[src/sv/rrlt_ram.sv]
// Single-port-write, single-port-read RAM with registered read data.
module rrlt_ram #(
	parameter int WIDTH = 8,
	parameter int DEPTH = 16
) (
	input  logic                     clk,
	input  logic                     we,
	input  logic [$clog2(DEPTH)-1:0] waddr,
	input  logic [WIDTH-1:0]         wdata,
	input  logic [$clog2(DEPTH)-1:0] raddr,
	output logic [WIDTH-1:0]         rdata
);

	logic [WIDTH-1:0] mem [DEPTH];

	always_ff @(posedge clk) begin
		if (we) begin
			mem[waddr] <= wdata;
		end
		rdata <= mem[raddr];
	end

endmodule

[config.mk]
export PLATFORM = sky130hd
export DESIGN_NAME = rrlt_ram
export DESIGN_NICKNAME = d
export VERILOG_FILES = /design/src/sv/rrlt_ram.sv
export SDC_FILE = /design/constraint.sdc
export NUM_CORES = 1
export LEC_CHECK = 0
export ABC_AREA = 0
export BUFFER_PORTS_ARGS = -buffer_cell sky130_fd_sc_hd__buf_2
export CAP_MARGIN = 20
export CELL_PAD_IN_SITES_DETAIL_PLACEMENT = 0
export CELL_PAD_IN_SITES_GLOBAL_PLACEMENT = 2
export CORE_UTILIZATION = 30
export CTS_CLUSTER_SIZE = 30
export DETAILED_ROUTE_END_ITERATION = 7
export PLACE_DENSITY_LB_ADDON = 0.1
export SLEW_MARGIN = 20
export SYNTH_ARGS = -nofsm -noshare
export SYNTH_HDL_FRONTEND = slang
export SYNTH_SLANG_ARGS = --single-unit
export TNS_END_PERCENT = 10
[constraint.sdc]
create_clock -name clk -period 4.1 [get_ports clk]
set_clock_uncertainty 0.15 [all_clocks]
set_input_delay 0 -clock clk [delete_from_list [all_inputs] [get_ports clk]]
set_output_delay 0 -clock clk [all_outputs]
set_load 0.03 [all_outputs]
==> flow_metrics.py, run 1 <==
metrics = {
    "critical_path": {
        "crit_path_max_fanout": 7,
        "cp_common_cell": "dlygate4sd3_1",
        "cp_num_buf_inv": 4,
        "critPathTopFamily": "buffers and inverters",
        "cp-start-kind": "input port",
        "critPathMaxStageDelay_ns": 0.57,
        "cp.required_ns": 4.06,
        "cp-end-kind": "flip-flop",
        "slowest_stage": "dlygate4sd3_1",
        "critPathKind": "in2reg",
        "worstPathArrival_ns": 1.95,
        "cp_cell_sequence": "dlygate4sd3_1 -> buf_2 -> nand2_1 -> dlygate4sd3_1 -> nor2_1 -> buf_4",
    },
    "floorplan": {
        "dieArea_um2": 17700,
        "ioPinCount": 26,
        "die_h_um": 133,
        "start_util": 0.309,
        "dieWidth_um": 133,
        "rows": 47,
        "core_area_um2": 16600,
    },
    "sta": {
        "fin_ws_ns": 2.11,
        "hold_viol_final": 0,
        "clock.fmax_ghz": 0.503,
        "final.min_clock_period_ns": 1.99,
        "whs_ns": 0.0282,
        "rsz0062_at_grt": "no",
        "tightestPinTransition_ns": 1.08,
        "maxSlewHeadroom": 0.275,
        "min_period_over_period": 0.485,
        "report.final.slew_viol_count": 0,
        "fin_setup_tns_ns": 0,
        "setup_viol": 0,
    },
    "synthesis": {
        "yosys.area_share.simple": 0.0318,
        "synth_compound_area_frac": 0.0233,
        "async_flop_share": 0,
        "syn_area_per_cell_um2": 22.5,
        "yosysTopAreaCell": "edfxtp_1",
        "synth_top_area_frac": 0.747,
        "yosysSeqAreaShare": 0.778,
        "synth_cells": 229,
        "synthAdderAreaFrac": 0,
        "synth_xor_area_frac": 0,
        "muxShareOfSynthArea": 0.150,
        "yosys.cell_types.count": 19,
        "synth_most_common_cell": "edfxtp_1",
        "synth_seq_cells": 136,
        "synth_top_family_by_area": "multiplexers",
        "synth.area.top_cells": "edfxtp_1, mux4_2, mux4_1, dfxtp_1, a22oi_1",
        "synth-main-ff-cell": "edfxtp_1",
        "synth-edff-count": 128,
        "synth_nets": 247,
        "synth_common_cells": "edfxtp_1, mux4_2, a22oi_1",
        "yosys_warnings": 0,
        "synth_area_um2": 5150,
    },
    "placement": {
        "place_congestion": 0.650,
        "port_buffers": 25,
        "pre_cts_slack_ns": 1.86,
        "hpwl_mm": 7.15,
        "placed_cells": 472,
    },
    "clock_tree": {
        "path_clk_slew_ns": 0.05,
        "clk_path_buf_depth": 2,
        "postCtsSetupBuffers": 0,
        "clk_latency_ns": 0.41,
        "ctsResizeCount": 0,
        "cts_tree": "done",
        "htreeDepth": 4,
        "clockRootBuffer": "clkbuf_16",
        "cts_buffers": 17,
        "cts.sinks": 136,
        "hold_buffers": 11,
    },
    "grt": {
        "antenna_found_initial": 0,
        "grt_pass1_vias": 2446,
        "grt_overflow": 0,
        "grt_usage": 0.140,
        "grt_max_degree": 33,
        "grt_pass1_wl_mm": 16.4,
    },
    "power_and_ir_drop": {
        "power_density_nw_per_um2": 505,
        "leakagePower_nw": 2.05,
        "vdd.ir_drop.worst_uv": 274,
        "p_total_mw": 3.12,
    },
    "detailed_routing": {
        "routed_via_density": 4.73,
        "drtIter0Drc": 238,
        "drc_errors": 0,
        "vias": 2429,
        "routedWlPerCell_um": 22.3,
        "postRouteAntennaNets": 0,
        "wl_mm": 11.5,
        "drt_pre_antenna_iters": 4,
    },
    "hold_path": {
        "hold_class": "in2reg",
    },
    "layout": {
        "drive_above_1_share": 0.273,
        "insertedDiodeCount": 0,
        "finalNonFillerCells": 513,
        "area_growth_pct": 20.2,
        "nets": 300,
    },
    "run_status": {
        "status": "complete, no violations",
    },
    "job": {
        "cap_violations": 0,
    },
}
[routing by layer]
| metal | up-vias | global-route usage | routed length (um) |
|---|---|---|---|
| li1 | 1072 | - | - |
| met1 | 1279 | 0.190 | 5370 |
| met2 | 61 | 0.203 | 5290 |
| met3 | 17 | 0.0467 | 570 |
| met4 | 0 | 0.0658 | 224 |
| met5 | - | 0 | 0 |
[kinds of logic (layout without fill, tap and decap cells)]
group	count (synthesis)	in the layout
AOI/OAI and AO/OA	16	16
buffers and inverters	10	74
DFF	136	136
muxes	32	32
and+or+nand+nor	35	35
[cells in the final DEF (no fill, tap or decap), types with 2 or more instances in the layout]
cell           netlist  routed
a22oi_1             16      16
buf_2                3      25
buf_4                1       8
clkbuf_1             0       5
clkbuf_16            0      17
clkbuf_8             0       4
clkinv_2             0       2
dfxtp_1              8       8
dlygate4sd3_1        0      11
edfxtp_1           128     128
mux4_1              14      14
mux4_2              18      18
nand2_1              9       9
nand2b_1             2       2
nand3b_1             2       2
nor2_1              13       9
nor2_2               0       4
nor3_1               4       4
[where the power goes]
| group | switching, mW | total, mW | leakage (nW) | internal (mW) |
|---|---|---|---|---|
| clock | 0.502 | 1.39 | 0.268 | 0.887 |
| sequential | 0.00924 | 1.57 | 1.22 | 1.56 |
| combinational | 0.102 | 0.166 | 0.556 | 0.0643 |
| total | 0.614 | 3.12 | 2.05 | 2.51 |
[stage by stage]
step	cell area (um2)	utilization
after floorplan	5150	-
after global placement	5510	0.331
after detailed placement	5530	0.332
after CTS	6180	0.371
after global routing	6180	0.372
final	6180	0.372
[layout make-up]
| type | count | area, um2 |
|---|---|---|
| fill | 1520 | 10500 |
| clock buffer | 26 | 499 |
| tap | 220 | 275 |
| multi-input combinational | 83 | 1070 |
| clock inverter | 4 | 43.8 |
| sequential | 136 | 4000 |
| timing repair buffer | 44 | 295 |
[path summary, 6_finish.rpt]
path         slack [ns]                  end  depth (start not counted)                  from
min                0.03  mem[3][5]$_DFFE_PP_                          3              waddr[2]
min reg2reg        0.52     rdata[7]$_DFF_P_                          3  mem[13][7]$_DFFE_PP_
max                2.11  mem[3][0]$_DFFE_PP_                          6              waddr[1]
max reg2reg        2.62     rdata[2]$_DFF_P_                          3   mem[9][2]$_DFFE_PP_
[state kept, by name, summed over array words and instances, names as in the netlist]
signal,flops
rdata,8
mem,128
[worst register-to-register path, stage by stage (launching register included)]
cell      delay (ns)
edfxtp_1        0.35
mux4_1          0.50
a22oi_1         0.22
nand2_1         0.12
Power figures use the tool's default switching activity.
==> run 2: changes to the inputs <==
clock period = 1.6 ns   (was 4.1 ns; I/O delays follow)
==> run 2 against run 1 <==
  * Via count increased by 1.4%
  * Register-to-register slack lost 2.6 ns
  * Combinational power rose to 2.8 times the previous value
  * Sequential power increased to 2.6 times the previous value
  * Wire length down 0.92%
  * Clock power grew to 3.0 times the previous value
  * Non-clock buffer count grew 19
  * Die area unchanged
  * Core utilization rose by 1.6 points
  * Worst setup slack got worse by 2.1 ns
==> flow_metrics.py, run 2 (synthesis results as in run 1) <==
metrics = {
    "power_and_ir_drop": {
        "vdd.ir_drop.worst_uv": 731,
        "power_density_nw_per_um2": 1340,
        "p_clk_frac": 0.481,
        "p_total_mw": 8.61,
        "power_frac_comb": 0.053,
        "internal-power_mw": 6.91,
        "pwr-share-seq": 0.466,
        "leakagePower_nw": 2.19,
        "p_sw_frac": 0.197,
        "switching_power_mw": 1.69,
    },
    "critical_path": {
        "cp.required_ns": 1.74,
        "worstPathArrival_ns": 1.69,
        "timing.rr.start": "mem[1][1]$_DFFE_PP_",
        "cp_cell_sequence": "mux4_1 -> a22oi_1 -> nand2_1",
        "slowest_stage": "mux4_1",
        "reg2reg_to": "rdata[1]$_DFF_P_",
        "rrSetupSlack_ns": 0.05,
        "critPathMaxStageDelay_ns": 0.52,
        "rr_worst_depth": 3,
        "critPathKind": "reg2reg",
        "cp-end-kind": "flip-flop",
        "cp-start-kind": "flip-flop",
        "cp_num_buf_inv": 0,
        "critPathTopFamily": "multiplexers",
        "crit_path_max_fanout": 1,
        "startpoint": "mem[1][1]$_DFFE_PP_",
    },
    "layout": {
        "area_growth_pct": 25.2,
        "drive_above_1_share": 0.326,
        "insertedDiodeCount": 0,
        "largest_register_ffs": 128,
        "largest_register": "mem",
        "final_util": 0.387,
        "most-common-layout-cells": "edfxtp_1, buf_2, buf_4",
        "nets": 319,
        "final_common_cell": "edfxtp_1",
        "top_regs": "mem: 128 flops, rdata: 8 flops",
    },
    "floorplan": {
        "core_area_um2": 16600,
        "dieWidth_um": 133,
        "rows": 47,
        "ioPinCount": 26,
        "dieArea_um2": 17700,
        "start_util": 0.309,
        "die_h_um": 133,
    },
    "clock_tree": {
        "postCtsSetupBuffers": 0,
        "hold_buffers": 10,
        "path_clk_slew_ns": 0.06,
        "cts_buffers": 17,
        "clk_path_buf_depth": 2,
        "htreeDepth": 4,
        "ctsResizeCount": 0,
        "clk_latency_ns": 0.41,
        "cts.sinks": 136,
        "cts_tree": "done",
        "clockRootBuffer": "clkbuf_16",
    },
    "placement": {
        "place_congestion": 0.689,
        "port_buffers": 25,
        "hpwl_mm": 7.10,
    },
    "sta": {
        "min_period_over_period": 0.969,
        "tightestPinTransition_ns": 0.925,
        "report.final.slew_viol_count": 0,
        "setup_viol": 0,
        "clock.fmax_ghz": 0.645,
        "rsz0062_at_grt": "no",
        "hold_viol_final": 0,
        "final.min_clock_period_ns": 1.55,
        "maxSlewHeadroom": 0.382,
    },
    "grt": {
        "grt_usage": 0.140,
        "antenna_found_initial": 0,
        "grt_max_degree": 23,
        "grt_pass1_vias": 2585,
        "grt_pass1_wl_mm": 16.7,
        "grt_overflow": 0,
    },
    "detailed_routing": {
        "vias": 2463,
        "routedWlPerCell_um": 21.3,
        "drt_pre_antenna_iters": 4,
        "postRouteAntennaNets": 0,
        "drc_errors": 0,
        "routed_via_density": 4.62,
        "drtIter0Drc": 142,
        "wl_mm": 11.4,
    },
    "hold_path": {
        "hold_end": "rdata[4]$_DFF_P_",
        "hold_class": "in2reg",
        "holdPathStages": 4,
        "hold_start": "raddr[3]",
    },
    "job": {
        "cap_violations": 0,
    },
    "run_status": {
        "status": "complete, no violations",
    },
}
[run 2: cell count changes in the layout (fill, tap and decap cells not counted), moves of 4 or more]
cell        change
clkinvlp_4      +4
nor2_2          -4
clkbuf_1        -5
buf_4          +17
nor2_1          +4
clkbuf_8        -4
bufinv_16       +4
[run 2: metal layers]
layer,track usage,vias to the layer above,wire length [um]
li1,-,1117,-
met1,0.186,1291,5450
met2,0.220,41,5440
met3,0.0330,14,299
met4,0.0587,0,167
met5,0,-,0
[run 2: layout make-up]
cell class | count | area, um2
Fill cell | 1493 | 10200
Tap cell | 220 | 275
Sequential cell | 136 | 4000
Clock buffer | 17 | 425
Timing Repair Buffer | 63 | 473
Multi-Input combinational cell | 83 | 1060
Clock inverter | 14 | 206
[run 2: worst min-delay path, cell delays in order]
cell and delay (ns):
buf_2 0.10, nor2_1 0.16, a22oi_1 0.22, nand2_1 0.07
[run 2: stage by stage]
step | instances | hold WS, ns | worst slack [ns] | setup TNS, ns | area, um2
global route | 533 | 0.0853 | 0.00856 | 0 | 6450
global placement | 492 | 0.252 | -0.0180 | -0.0345 | 5710
floorplan | 229 | -0.0511 | 0.184 | 0 | 5150
finish | 533 | 0.0422 | 0.0493 | 0 | 6450
CTS | 533 | 0.0526 | 0.00354 | 0 | 6450
detailed placement | 492 | 0.257 | -0.00869 | -0.0173 | 5710
[run 2: worst max-delay path by stage]
stage | end | slack (ns) | cells after the start
6_report | rdata[1]$_DFF_P_ | 0.05 | 3
3_5_place_dp | rdata[2]$_DFF_P_ | -0.009 | 6
2_1_floorplan | mem[3][0]$_DFFE_PP_ | 0.18 | 2
4_1_cts | rdata[1]$_DFF_P_ | 0.004 | 3
5_1_grt | rdata[5]$_DFF_P_ | 0.009 | 3
3_3_place_gp | rdata[2]$_DFF_P_ | -0.02 | 6
[run 2: power by group through the flow]
stage / Sequential (mW) / Clock [mW] / Combinational, mW
6_report: 4.01 / 4.14 / 0.457
5_1_grt: 4.02 / 4.37 / 0.497
4_1_cts: 4.01 / 4.23 / 0.470
3_5_place_dp: 4.08 / 0 / 0.452
3_3_place_gp: 4.08 / 0 / 0.448
2_1_floorplan: 4.12 / 0 / 0.202
==> run 3: changes to the inputs <==
CORE_ASPECT_RATIO = 1.75   (was default)
SLEW_MARGIN = 0   (was 20)
==> run 3 against run 2 <==
  * Global-route usage rose by 0.25 points
  * Sequential share of layout area rose by 1.3 points
  * Cell count did not move
  * Via count barely moved
  * Largest power group is now sequential cells
  * Sequential power barely moved
  * Critical path type unchanged
  * Worst setup slack improved by 0.086 ns
  * Largest cell class unchanged
  * Highest routed layer unchanged
  * Combinational power fell by 2%
==> flow_metrics.py, run 3 (synthesis results as in run 1) <==
metrics = {
    "run_status": {
        "status": "complete, no violations",
    },
    "floorplan": {
        "rows": 63,
        "ioPinCount": 26,
        "dieWidth_um": 101,
        "die_h_um": 175,
        "core_area_um2": 16900,
        "dieArea_um2": 17700,
        "start_util": 0.305,
    },
    "power_and_ir_drop": {
        "power_density_nw_per_um2": 1270,
        "p_total_mw": 7.99,
        "power_frac_comb": 0.056,
        "p_clk_frac": 0.443,
        "p_sw_frac": 0.224,
        "switching_power_mw": 1.79,
        "vdd.ir_drop.worst_uv": 579,
        "internal-power_mw": 6.20,
        "leakagePower_nw": 2.13,
        "pwr-share-seq": 0.501,
    },
    "layout": {
        "most-common-layout-cells": "edfxtp_1, buf_2, mux4_2, buf_4, clkbuf_16",
        "area_growth_pct": 22.7,
        "drive_above_1_share": 0.320,
        "nFillCells": 1601,
        "multi_input_area_um2": 1060,
        "final_util": 0.374,
        "nets": 311,
        "insertedDiodeCount": 0,
        "largest_register": "mem",
        "top_regs": "mem: 128 flops, rdata: 8 flops",
        "largest_register_ffs": 128,
        "design_area_um2": 6310,
        "ff_latch_area_um2": 4000,
        "final_common_cell": "edfxtp_1",
    },
    "hold_path": {
        "hold_start": "waddr[1]",
        "hold_end": "mem[0][1]$_DFFE_PP_",
        "holdPathStages": 3,
        "hold_class": "in2reg",
    },
    "grt": {
        "antenna_found_initial": 0,
        "grt_overflow": 0,
        "grt_pass1_vias": 2602,
        "grt_max_degree": 33,
        "grt_pass1_wl_mm": 17.0,
        "grt_usage": 0.142,
    },
    "placement": {
        "place_congestion": 0.712,
        "port_buffers": 25,
        "pre_cts_slack_ns": 0.0310,
        "hpwl_mm": 7.72,
        "dpl_cell_area_um2": 5690,
    },
    "detailed_routing": {
        "routed_via_density": 4.62,
        "drtIter0Drc": 118,
        "drc_errors": 0,
        "postRouteAntennaNets": 0,
        "drt_pre_antenna_iters": 4,
        "wl_mm": 11.4,
        "vias": 2461,
        "routedWlPerCell_um": 21.5,
    },
    "sta": {
        "clock.fmax_ghz": 0.683,
        "fin_ws_ns": 0.135,
        "rsz0062_at_grt": "no",
        "min_period_over_period": 0.916,
        "setup_viol": 0,
        "report.final.slew_viol_count": 0,
        "fin_setup_tns_ns": 0,
        "tightestPinTransition_ns": 0.900,
        "maxSlewHeadroom": 0.399,
        "final.min_clock_period_ns": 1.47,
        "hold_viol_final": 0,
    },
    "clock_tree": {
        "cts_tree": "done",
        "postCtsSetupBuffers": 0,
        "clk_latency_ns": 0.41,
        "clockRootBuffer": "clkbuf_16",
        "cts.sinks": 136,
        "clk_path_buf_depth": 2,
        "path_clk_slew_ns": 0.06,
        "htreeDepth": 4,
        "ctsResizeCount": 0,
        "cts_buffers": 17,
    },
    "job": {
        "cap_violations": 0,
    },
    "critical_path": {
        "rr_worst_depth": 3,
        "reg2reg_to": "rdata[0]$_DFF_P_",
        "cp-end-kind": "flip-flop",
        "critPathKind": "reg2reg",
        "timing.rr.start": "mem[6][0]$_DFFE_PP_",
        "worstPathArrival_ns": 1.60,
        "startpoint": "mem[6][0]$_DFFE_PP_",
        "cp.required_ns": 1.74,
        "crit_path_max_fanout": 1,
        "cp-start-kind": "flip-flop",
        "rrSetupSlack_ns": 0.13,
    },
}
## run 3: cell count changes in the layout (fill, tap and decap cells not counted), sizes merged
cell | before | now
clkinv | 5 | 9
clkbuf | 17 | 19
inv | 0 | 2
buf | 53 | 47
clkinvlp | 4 | 2
dlygate4sd3 | 10 | 8
bufinv | 5 | 0
## run 3: final cells by class
cell class              instances  share of cell area
clock inverters                13              0.0159
clock buffers                  19              0.0702
well taps                     227              0.0450
repair buffers                 55              0.0666
flip-flops and latches        136               0.634
multi-input cells              83               0.168
## run 3: how the worst max path moves through the flow
stage                                endpoint  slack [ns]
after global routing         rdata[1]$_DFF_P_        0.06
after floorplan           mem[3][0]$_DFFE_PP_        0.18
after CTS                    rdata[2]$_DFF_P_        0.12
after detailed placement     rdata[1]$_DFF_P_        0.03
after global placement       rdata[1]$_DFF_P_        0.05
final                        rdata[0]$_DFF_P_        0.13
## run 3: repair_timing
| action | in CTS | in global routing |
|---|---|---|
| hold buffers | 8 | 0 |
| endpoints found under the hold margin | 128 | 0 |
| setup endpoints to repair | 0 | 0 |
## run 3: critical path, stage by stage (launching register included)
cell and delay, ns:
edfxtp_1 0.37, mux4_1 0.53, a22oi_1 0.19, nand2_1 0.11
## run 3: metrics by stage
stage	cells	hold WS (ns)
final	533	0.0162
after global routing	533	0.0270
after CTS	533	0.0136
after detailed placement	493	0.255
after global placement	493	0.243
after floorplan	229	-0.0511
## run 3: power groups by stage
stage / logic, mW / clock network [mW] / registers, mW
global placement: 0.441 / 0 / 4.08
global route: 0.485 / 3.75 / 4.01
CTS: 0.462 / 3.64 / 4.01
floorplan: 0.202 / 0 / 4.12
detailed placement: 0.446 / 0 / 4.08
finish: 0.446 / 3.54 / 4.01
## run 3: routing by layer
layer	vias to the layer above	GRT usage	part of all wire
li1	1101	-	-
met1	1305	0.159	0.39
met2	43	0.262	0.57
met3	12	0.0283	0.023
met4	0	0.0543	0.013
met5	-	0	0
